File: src/rtl/core/cmsg_pkg.sv
// ----------------------------------------------------------------------------
// cmsg_pkg
// Shared constants, control word type and microcode ROM for the chaotic map
// section gate.
// ----------------------------------------------------------------------------
package cmsg_pkg;

    localparam int FRAC_BITS      = 16;
    localparam int NUM_CHANNELS   = 8;
    localparam int MAX_ITERATIONS = 7;

    localparam int XW  = FRAC_BITS;          // map value
    localparam int GW  = FRAC_BITS + 2;      // gain, Q2.F, multiplier operand A
    localparam int BW  = FRAC_BITS + 1;      // multiplier operand B
    localparam int PW  = GW + BW;            // product
    localparam int CW  = $clog2(MAX_ITERATIONS + 1);
    localparam int PCW = 4;
    localparam int KW  = 2;                  // section exponent
    localparam int JW  = 3;                  // section index, up to 8 sections
    localparam int HW  = JW + $clog2(NUM_CHANNELS + 1) + 1;

    localparam logic [BW-1:0] ONE_B    = BW'(64'd1 << FRAC_BITS);
    localparam logic [BW-1:0] HALF_B   = BW'(64'd1 << (FRAC_BITS - 1));
    localparam logic [XW-1:0] FRAC_MAX = {XW{1'b1}};
    localparam logic [GW-1:0] LOG_BASE = GW'(64'd5 << (FRAC_BITS - 1));
    localparam logic [GW-1:0] LIN_BASE = GW'(64'd1 << FRAC_BITS);
    localparam logic [BW-1:0] LOG_SPAN = BW'(((64'd149 << FRAC_BITS) + 64'd50) / 64'd100);
    localparam logic [BW-1:0] LIN_SPAN = BW'(((64'd99 << FRAC_BITS) + 64'd50) / 64'd100);

    // register indexes
    localparam logic [1:0] REG_MAP_FUNCTION = 2'd0;
    localparam logic [1:0] REG_ITERATIONS   = 2'd1;
    localparam logic [1:0] REG_SECTION_EXP  = 2'd2;

    // map kinds
    localparam logic [1:0] MAP_LOGISTIC = 2'd0;
    localparam logic [1:0] MAP_TENT     = 2'd1;
    localparam logic [1:0] MAP_PARABOLA = 2'd2;

    // datapath operations
    localparam logic [1:0] OP_MUL = 2'd0;
    localparam logic [1:0] OP_LDG = 2'd1;
    localparam logic [1:0] OP_LDX = 2'd2;
    localparam logic [1:0] OP_OUT = 2'd3;

    // operand A sources
    localparam logic [1:0] A_R  = 2'd0;
    localparam logic [1:0] A_G  = 2'd1;
    localparam logic [1:0] A_X  = 2'd2;
    localparam logic [1:0] A_PH = 2'd3;

    // operand B sources
    localparam logic [2:0] B_SPAN = 3'd0;
    localparam logic [2:0] B_OMX  = 3'd1;
    localparam logic [2:0] B_FOLD = 3'd2;
    localparam logic [2:0] B_DIST = 3'd3;
    localparam logic [2:0] B_PH   = 3'd4;

    // sequencing
    localparam logic [1:0] J_NEXT     = 2'd0;
    localparam logic [1:0] J_DISPATCH = 2'd1;
    localparam logic [1:0] J_LOOP     = 2'd2;
    localparam logic [1:0] J_END      = 2'd3;

    // program addresses
    localparam logic [PCW-1:0] S_GAIN_MUL = 4'd0;
    localparam logic [PCW-1:0] S_GAIN_LD  = 4'd1;
    localparam logic [PCW-1:0] S_LOG_0    = 4'd2;
    localparam logic [PCW-1:0] S_LOG_1    = 4'd3;
    localparam logic [PCW-1:0] S_LOG_2    = 4'd4;
    localparam logic [PCW-1:0] S_TENT_0   = 4'd5;
    localparam logic [PCW-1:0] S_TENT_1   = 4'd6;
    localparam logic [PCW-1:0] S_PAR_0    = 4'd7;
    localparam logic [PCW-1:0] S_PAR_1    = 4'd8;
    localparam logic [PCW-1:0] S_PAR_2    = 4'd9;
    localparam logic [PCW-1:0] S_FIN      = 4'd10;

    typedef struct packed {
        logic [1:0]     op;
        logic [1:0]     a_sel;
        logic [2:0]     b_sel;
        logic [1:0]     jmp;
        logic [PCW-1:0] target;
    } t_uop;

    function automatic t_uop uop_rom(input logic [PCW-1:0] pc);
        t_uop u;
        u = '{op: OP_OUT, a_sel: A_R, b_sel: B_SPAN, jmp: J_END, target: S_FIN};
        case (pc)
            S_GAIN_MUL: u = '{OP_MUL, A_R,  B_SPAN, J_NEXT,     S_GAIN_LD};
            S_GAIN_LD:  u = '{OP_LDG, A_R,  B_SPAN, J_DISPATCH, S_LOG_0};
            S_LOG_0:    u = '{OP_MUL, A_X,  B_OMX,  J_NEXT,     S_LOG_1};
            S_LOG_1:    u = '{OP_MUL, A_G,  B_PH,   J_NEXT,     S_LOG_2};
            S_LOG_2:    u = '{OP_LDX, A_R,  B_SPAN, J_LOOP,     S_LOG_0};
            S_TENT_0:   u = '{OP_MUL, A_G,  B_FOLD, J_NEXT,     S_TENT_1};
            S_TENT_1:   u = '{OP_LDX, A_R,  B_SPAN, J_LOOP,     S_TENT_0};
            S_PAR_0:    u = '{OP_MUL, A_G,  B_DIST, J_NEXT,     S_PAR_1};
            S_PAR_1:    u = '{OP_MUL, A_PH, B_PH,   J_NEXT,     S_PAR_2};
            S_PAR_2:    u = '{OP_LDX, A_R,  B_SPAN, J_LOOP,     S_PAR_0};
            S_FIN:      u = '{OP_OUT, A_R,  B_SPAN, J_END,      S_FIN};
            default:    u = '{OP_OUT, A_R,  B_SPAN, J_END,      S_FIN};
        endcase
        return u;
    endfunction

endpackage

File: src/rtl/core/chaotic_map_section_gate_unit.sv
// ----------------------------------------------------------------------------
// chaotic_map_section_gate_unit
// Iterated logistic / tent / parabola map with section gating of 1 - x.
// ----------------------------------------------------------------------------
// One input transfer carries the bifurcation control. A microcoded sequencer
// drives a single shared 18x17 multiplier: two steps form the gain, then each
// map application takes three steps (logistic, parabola) or two (tent), and
// one final step forms the result. The map is applied N times, N being the
// iteration count (1..7). The input stalls from the input transfer until
// the final step has formed the result, so a new item is not taken before
// the last one is through. The final step waits while an earlier result is
// still stalled. Once formed, the result waits in the output register until
// taken. A new input transfer is taken as soon as the sequencer is idle,
// also while a result is still waiting.
// ----------------------------------------------------------------------------
module chaotic_map_section_gate_unit
    import cmsg_pkg::*;
(
    input  logic          i_clk,
    input  logic          i_rst_n,
    input  logic          i_valid,
    output logic          o_stall,
    input  logic [15:0]   i_bifurcation,
    output logic          o_valid,
    input  logic          i_stall,
    output logic [15:0]   o_new_x,
    output logic [7:0]    o_active_mask,
    output logic [15:0]   o_section_cv,
    input  logic          psel,
    input  logic          penable,
    input  logic          pwrite,
    input  logic [3:0]    paddr,
    input  logic [31:0]   pwdata,
    output logic [31:0]   prdata,
    output logic          pready
);

    logic [1:0]     r_map_function;
    logic [2:0]     r_iterations;
    logic [KW-1:0]  r_section_exp;

    logic           r_busy;
    logic [PCW-1:0] r_pc;
    logic [CW-1:0]  r_cnt;
    logic [15:0]    r_r;
    logic [GW-1:0]  r_g;
    logic [XW-1:0]  r_x;
    logic [PW-1:0]  r_p;

    logic           r_out_valid;
    logic [15:0]    r_new_x;
    logic [7:0]     r_mask;
    logic [15:0]    r_cv;

    t_uop           uop;
    logic           lin;
    logic           in_xfer;
    logic           out_hold;
    logic           out_load;
    logic           cfg_wr;
    logic [CW-1:0]  iter_clamped;
    logic [GW-1:0]  op_a;
    logic [BW-1:0]  op_b;
    logic [BW-1:0]  x_ext;
    logic [BW-1:0]  omx;
    logic [GW-1:0]  n_g;
    logic [XW-1:0]  n_x;
    logic [PCW-1:0] n_pc;
    logic [BW-1:0]  y;
    logic [JW-1:0]  sec_j;
    logic [HW-1:0]  lo;
    logic [HW-1:0]  hi;
    logic [NUM_CHANNELS-1:0] n_mask;
    logic [15:0]    n_cv;

    assign uop      = uop_rom(r_pc);
    assign lin      = r_map_function inside {MAP_TENT, MAP_PARABOLA};
    assign in_xfer  = i_valid && !r_busy;
    assign out_hold = r_out_valid && i_stall;
    assign out_load = r_busy && (uop.op == OP_OUT) && !out_hold;
    assign cfg_wr   = psel && penable && pwrite;

    assign o_stall       = r_busy;
    assign o_valid       = r_out_valid;
    assign o_new_x       = r_new_x;
    assign o_active_mask = r_mask;
    assign o_section_cv  = r_cv;
    assign pready        = 1'b1;

    always_comb begin
        prdata = 32'd0;
        case (paddr[3:2])
            REG_MAP_FUNCTION: prdata = {30'd0, r_map_function};
            REG_ITERATIONS:   prdata = {29'd0, r_iterations};
            REG_SECTION_EXP:  prdata = {{(32-KW){1'b0}}, r_section_exp};
            default:          prdata = 32'd0;
        endcase
    end

    always_comb begin
        if (r_iterations == 3'd0) begin
            iter_clamped = CW'(1);
        end else if (CW'(r_iterations) > CW'(MAX_ITERATIONS)) begin
            iter_clamped = CW'(MAX_ITERATIONS);
        end else begin
            iter_clamped = CW'(r_iterations);
        end
    end

    // operand selection
    assign x_ext = BW'(r_x);
    assign omx   = ONE_B - x_ext;

    always_comb begin
        case (uop.a_sel)
            A_R:     op_a = GW'(r_r);
            A_G:     op_a = r_g;
            A_X:     op_a = GW'(r_x);
            A_PH:    op_a = r_p[FRAC_BITS +: GW];
            default: op_a = r_g;
        endcase
        case (uop.b_sel)
            B_SPAN:  op_b = lin ? LIN_SPAN : LOG_SPAN;
            B_OMX:   op_b = omx;
            B_FOLD:  op_b = (x_ext < HALF_B) ? x_ext : omx;
            B_DIST:  op_b = (x_ext >= HALF_B) ? (x_ext - HALF_B) : (HALF_B - x_ext);
            B_PH:    op_b = r_p[FRAC_BITS +: BW];
            default: op_b = omx;
        endcase
    end

    assign n_g = (lin ? LIN_BASE : LOG_BASE) + GW'(r_p[PW-1:FRAC_BITS]);
    assign n_x = (|r_p[PW-1:FRAC_BITS+XW]) ? FRAC_MAX : r_p[FRAC_BITS +: XW];

    always_comb begin
        case (uop.jmp)
            J_NEXT:     n_pc = uop.target;
            J_DISPATCH: begin
                case (r_map_function)
                    MAP_TENT:     n_pc = S_TENT_0;
                    MAP_PARABOLA: n_pc = S_PAR_0;
                    default:      n_pc = S_LOG_0;
                endcase
            end
            J_LOOP:     n_pc = (r_cnt > CW'(1)) ? uop.target : S_FIN;
            default:    n_pc = S_FIN;
        endcase
    end

    // section gating of y = 1 - x
    assign y     = omx;
    assign sec_j = JW'(y >> (FRAC_BITS - int'(r_section_exp)));
    assign lo    = HW'((HW'(sec_j) * HW'(NUM_CHANNELS)) >> r_section_exp);
    assign hi    = HW'(((HW'(sec_j) + HW'(1)) * HW'(NUM_CHANNELS)) >> r_section_exp);

    always_comb begin
        n_mask = '0;
        n_cv   = 16'd0;
        if (r_section_exp == KW'(0)) begin
            n_mask = '1;
            n_cv   = (y == ONE_B) ? FRAC_MAX : y[XW-1:0];
        end else if (y != ONE_B) begin
            for (int i = 0; i < NUM_CHANNELS; i++) begin
                n_mask[i] = (HW'(i) >= lo) && (HW'(i) < hi);
            end
            if (n_mask != '0) begin
                n_cv = XW'(y << r_section_exp);
            end
        end
    end

    always_ff @(posedge i_clk) begin
        if (!i_rst_n) begin
            r_map_function <= MAP_LOGISTIC;
            r_iterations   <= 3'd1;
            r_section_exp  <= KW'(3);
            r_busy         <= 1'b0;
            r_pc           <= S_GAIN_MUL;
            r_cnt          <= CW'(1);
            r_x            <= HALF_B[XW-1:0];
            r_out_valid    <= 1'b0;
        end else begin
            if (cfg_wr) begin
                case (paddr[3:2])
                    REG_MAP_FUNCTION: r_map_function <= pwdata[1:0];
                    REG_ITERATIONS:   r_iterations   <= pwdata[2:0];
                    REG_SECTION_EXP:  r_section_exp  <= pwdata[KW-1:0];
                    default:          ;
                endcase
            end

            if (out_load) begin
                r_out_valid <= 1'b1;
            end else if (r_out_valid && !i_stall) begin
                r_out_valid <= 1'b0;
            end

            if (in_xfer) begin
                r_busy <= 1'b1;
                r_pc   <= S_GAIN_MUL;
                r_cnt  <= iter_clamped;
                r_r    <= i_bifurcation;
            end else if (r_busy) begin
                case (uop.op)
                    OP_MUL: begin
                        r_p  <= PW'(op_a) * PW'(op_b);
                        r_pc <= n_pc;
                    end
                    OP_LDG: begin
                        r_g  <= n_g;
                        r_pc <= n_pc;
                    end
                    OP_LDX: begin
                        r_x  <= n_x;
                        r_pc <= n_pc;
                        if (r_cnt > CW'(1)) begin
                            r_cnt <= r_cnt - CW'(1);
                        end
                    end
                    default: begin
                        if (!out_hold) begin
                            r_new_x     <= r_x;
                            r_mask      <= 8'(n_mask);
                            r_cv        <= n_cv;
                            r_busy      <= 1'b0;
                            r_pc        <= S_GAIN_MUL;
                        end
                    end
                endcase
            end
        end
    end

    a_pc_range: assert property (@(posedge i_clk) disable iff (!i_rst_n)
        r_busy |-> (r_pc <= S_FIN))
        else $error("sequencer left the program");

    a_start: assert property (@(posedge i_clk) disable iff (!i_rst_n)
        in_xfer |=> (r_busy && (r_pc == S_GAIN_MUL)))
        else $error("accepted transfer did not start the program");

    a_cnt_live: assert property (@(posedge i_clk) disable iff (!i_rst_n)
        r_busy |-> (r_cnt != '0))
        else $error("iteration counter ran out");

    a_result_src: assert property (@(posedge i_clk) disable iff (!i_rst_n)
        $rose(r_out_valid) |-> $past(r_busy && (r_pc == S_FIN)))
        else $error("result raised outside the final step");

endmodule

File: config.mk
export PLATFORM = sky130hd
export DESIGN_NAME = chaotic_map_section_gate_unit
export DESIGN_NICKNAME = d
export VERILOG_FILES = /design/src/rtl/core/cmsg_pkg.sv /design/src/rtl/core/chaotic_map_section_gate_unit.sv
export SDC_FILE = /design/constraint.sdc
export NUM_CORES = 1
export LEC_CHECK = 0
export ABC_CLOCK_PERIOD_IN_PS = 8850
export BUFFER_PORTS_ARGS = -buffer_cell sky130_fd_sc_hd__buf_2
export CORE_MARGIN = 3
export CORE_UTILIZATION = 40
export CTS_CLUSTER_DIAMETER = 60
export DETAILED_ROUTE_END_ITERATION = 10
export SYNTH_ARGS = -nofsm -noshare
export SYNTH_HDL_FRONTEND = slang
export SYNTH_SLANG_ARGS = --single-unit
File: constraint.sdc
create_clock -name i_clk -period 8.85 [get_ports i_clk]
set_clock_uncertainty 0.2 [all_clocks]
set_input_delay 0.4425 -clock i_clk [delete_from_list [all_inputs] [get_ports i_clk]]
set_output_delay 0.4425 -clock i_clk [all_outputs]
set_load 0.1 [all_outputs]
==> impl_metrics.sql <==
INSERT INTO impl_metrics (metric_group, metric, value, unit) VALUES
('logic_synthesis', 'yosysSeqAreaShare', '21.3', '%'),
('logic_synthesis', 'post_synth_main_area_contributors', 'sky130_fd_sc_hd__fa_1 (28%), sky130_fd_sc_hd__edfxtp_1 (16%), sky130_fd_sc_hd__ha_1 (8.7%)', ''),
('floorplanning', 'fp.dieArea', '45400', 'µm²'),
('grt', 'grt_use_total', '20.8', '%'),
('logic_synthesis', 'async_sr_flop_fraction', '0', '%'),
('worst_setup_path', 'setup.worst_path.start_class', 'register', ''),
('finish', 'final_layout_size_suffix_gt1_share', '13.2', '%'),
('sta', 'fmax', '119', 'MHz'),
('logic_synthesis', 'synth_enable_flop_cells', '93', ''),
('grt', 'grt_max_degree', '51', ''),
('detailed_routing', 'drc_errors_left', '0', ''),
('sta', 'slew_headroom', '37.4', '%'),
('worst_setup_path', 'critPathSlowestCell', 'sky130_fd_sc_hd__fa_1', ''),
('finish', 'antennaDiodeCount', '0', ''),
('grt', 'grt_pass1_vias', '13571', ''),
('clock_tree', 'cts.htree.levels', '4', ''),
('floorplanning', 'floorplan.die.height', '213', 'µm'),
('worst_setup_path', 'worst_ep_arrival_time', '8.40', 'ns'),
('worst_setup_path', 'max_stage_delay', '0.55', 'ns'),
('detailed_routing', 'routed_via_count_divided_by_cell_count', '5.34', ''),
('worst_setup_path', 'worst_path_most_repeated_cell', 'sky130_fd_sc_hd__fa_1', ''),
('floorplanning', 'core', '42100', 'µm²'),
('floorplanning', 'number_of_standard_cell_rows_in_the_floorplan', '75', ''),
('clock_tree', 'cts_tree', 'built', ''),
('sta', 'rsz0062_at_grt', 'false', ''),
('logic_synthesis', 'ys_ff_latch', '136', ''),
('clock_tree', 'cts.clk_slew.worst_paths', '0.06', 'ns'),
('worst_setup_path', 'worst_ep_required_time', '8.83', 'ns'),
('logic_synthesis', 'synth_commonest_cells', 'sky130_fd_sc_hd__inv_1 (302), sky130_fd_sc_hd__nand2_1 (246), sky130_fd_sc_hd__fa_1 (238), sky130_fd_sc_hd__ha_1 (119), sky130_fd_sc_hd__edfxtp_1 (93)', ''),
('detailed_routing', 'route.antenna.remaining_nets', '0', ''),
('finish', 'fillerInstances', '4054', ''),
('grt', 'wire_length_of_the_first_global_routing_pass', '74.1', 'mm'),
('clock_tree', 'cts_made_buffers', '17', ''),
('job', 'drv.max_cap_violation_count', '0', ''),
('pwr', 'static-leakage-power', '0.00890', 'µW'),
('logic_synthesis', 'mappedNetlistArea', '17200', 'µm²'),
('pwr', 'worst_vdd_drop', '0.000370', 'V'),
('detailed_routing', 'drt_first_pass_iters', '5', ''),
('detailed_routing', 'detailedRoute.firstIterationViolations', '937', ''),
('sta', 'post-route-period-util', '95.1', '%'),
('worst_setup_path', 'crit_path_max_fanout', '18', ''),
('finish', 'area.sequential', '3650', 'µm²'),
('grt', 'number_of_antenna_violations_at_the_first_check_in_global_routing', '0', ''),
('finish', 'multi_input_comb_area', '12000', 'µm²'),
('logic_synthesis', 'synthMostInstantiatedCell', 'sky130_fd_sc_hd__inv_1', ''),
('min_path', 'hp-class', 'primary input to register', ''),
('sta', 'hold_ws', '0.0315', 'ns'),
('run_status', 'status', 'finished, final reports clean', ''),
('logic_synthesis', 'netlist_instances', '1836', ''),
('sta', 'report.final.slew_viol_count', '0', ''),
('detailed_routing', 'post_dr_wirelength_cell', '18.5', 'µm'),
('sta', 'final_hold_vio_count', '0', ''),
('sta', 'finalSetupViolCount', '0', ''),
('detailed_routing', 'routed_wl', '45.4', 'mm'),
('clock_tree', 'clock_sink_count', '136', ''),
('floorplanning', 'ioPinCount', '134', ''),
('placement', 'routabilityCongestion', '0.888', ''),
('clock_tree', 'max-clock-path-buffers', '2', ''),
('finish', 'num-nets-final', '2325', ''),
('clock_tree', 'clkLatencyLatePin', '0.43', 'ns'),
('finish', 'fin_util', '45.3', '%'),
('sta', 'worst-slew-pin-transition', '0.938', 'ns'),
('logic_synthesis', 'synth-main-ff-cell', 'sky130_fd_sc_hd__edfxtp_1', ''),
('floorplanning', 'horizontal_die_dimension', '213', 'µm'),
('worst_setup_path', 'endpoint_kind', 'register', ''),
('worst_setup_path', 'timing.setup.critical_path_class', 'register to register', ''),
('pwr', 'p_per_area', '293', 'nW/µm²'),
('clock_tree', 'clock-root-buffer', 'sky130_fd_sc_hd__clkbuf_16', ''),
('floorplanning', 'floorplan.initialDensity', '40.7', '%'),
('logic_synthesis', 'cell_taking_the_most_area_after_synthesis', 'sky130_fd_sc_hd__fa_1', ''),
('detailed_routing', 'via_count', '13141', '');
## timing repair
action,4_1_cts,5_1_grt
gates resized for setup,1,24
buffers inserted,0,3
hold buffers,6,1
gates cloned,0,0
setup endpoints to repair,4,14
endpoints found under the hold margin,6,1
pin swaps,0,3
## per-stage QoR
step / setup TNS [ns] / power [µW] / instance area [µm²] / setup WS [ns] / instances
2_1_floorplan: 0 / 3840 / 17300 / 0.458 / 1864
3_3_place_gp: 0 / 4720 / 18300 / 0.0879 / 2419
3_5_place_dp: -0.249 / 4800 / 18300 / -0.104 / 2419
4_1_cts: 0 / 5590 / 18900 / 0.0499 / 2457
5_1_grt: 0 / 6200 / 19100 / 0.00722 / 2461
6_report: 0 / 5590 / 19100 / 0.433 / 2461
## worst max-delay path, delay by kind of cell (launching register included)
kind | cells | cell delay (ns)
AO/OA/AOI/OAI | 7 | 1.45
buffers and inverters | 8 | 0.90
flip-flops | 1 | 0.31
AND/OR/NAND/NOR | 7 | 1.30
XOR/XNOR | 2 | 0.31
adder cells (fa/ha/maj) | 8 | 3.65
## cell families (layout without fill, tap and decap cells)
family	Yosys count	count (layout)	share of synthesized area [%]
AND/OR/NAND/NOR	564	564	15.9
AO/OA/AOI/OAI	263	263	10.5
other	2	30	0.0437
flip-flops	136	136	21.3
adder cells (fa/ha/maj)	357	357	36.4
XOR/XNOR	39	39	1.99
buffers and inverters	433	491	10.4
multiplexers	42	42	3.53
## state kept, by name, indices dropped and copies added (netlist names)
| signal | flops |
|---|---|
| r_g | 18 |
| o_stall | 1 |
| o_new_x | 16 |
| uop | 11 |
| o_valid | 1 |
| r_section_exp | 2 |
| r_r | 16 |
| r_pc | 4 |
| r_cnt | 3 |
| o_active_mask | 8 |
| r_p | 19 |
| r_iterations | 3 |
| o_section_cv | 16 |
| r_map_function | 2 |
| r_x | 16 |
## final cells by class
type | count | area share (%)
Tap cell | 539 | 3.54
Clock buffer | 18 | 2.36
Clock inverter | 14 | 0.781
Timing Repair Buffer | 152 | 5.24
Sequential cell | 136 | 19.2
Inverter | 307 | 6.04
Multi-Input combinational cell | 1295 | 62.9
## routing by layer
metal  track usage, %  share of wire (%)  vias to the layer above
met4             5.72                2.5                        0
met1             29.2                 45                     6657
li1                 -                  -                     6049
met3             2.95                5.1                       67
met2             34.0                 47                      368
met5                0                  0                        -
## cell usage in the layout, fill, tap and decap left out, types with 21 or more instances in the layout
cell type                  netlist  final
sky130_fd_sc_hd__inv_1         302    302
sky130_fd_sc_hd__nand2_1       246    246
sky130_fd_sc_hd__ha_1          119    118
sky130_fd_sc_hd__edfxtp_1       93     93
sky130_fd_sc_hd__buf_4          32     70
sky130_fd_sc_hd__a21oi_1        59     58
sky130_fd_sc_hd__and2_1         73     73
sky130_fd_sc_hd__nor2b_1        50     50
sky130_fd_sc_hd__o21ai_0        64     63
sky130_fd_sc_hd__xnor2_1        26     25
sky130_fd_sc_hd__conb_1          2     30
sky130_fd_sc_hd__dfxtp_1        43     43
sky130_fd_sc_hd__buf_2           8     72
sky130_fd_sc_hd__nor3_1         23     21
sky130_fd_sc_hd__nor2_1         88     85
sky130_fd_sc_hd__fa_1          238    238
## path summary, 6_finish.rpt
kind	startpoint	to	slack [ns]	depth (start not counted)
max	r_x[0]	r_p[32]	0.43	32
min	i_bifurcation[1]	r_r[1]	0.03	1
max reg2reg	r_x[0]	r_p[32]	0.43	32
min reg2reg	r_pc[1]	r_pc[1]	0.32	2
## report_power, final
part           switching [µW]  internal [µW]
combinational            2230           1650
sequential               58.0            928
clock                     312            417
total                    2600           3000
Power figures use the tool's default switching activity.
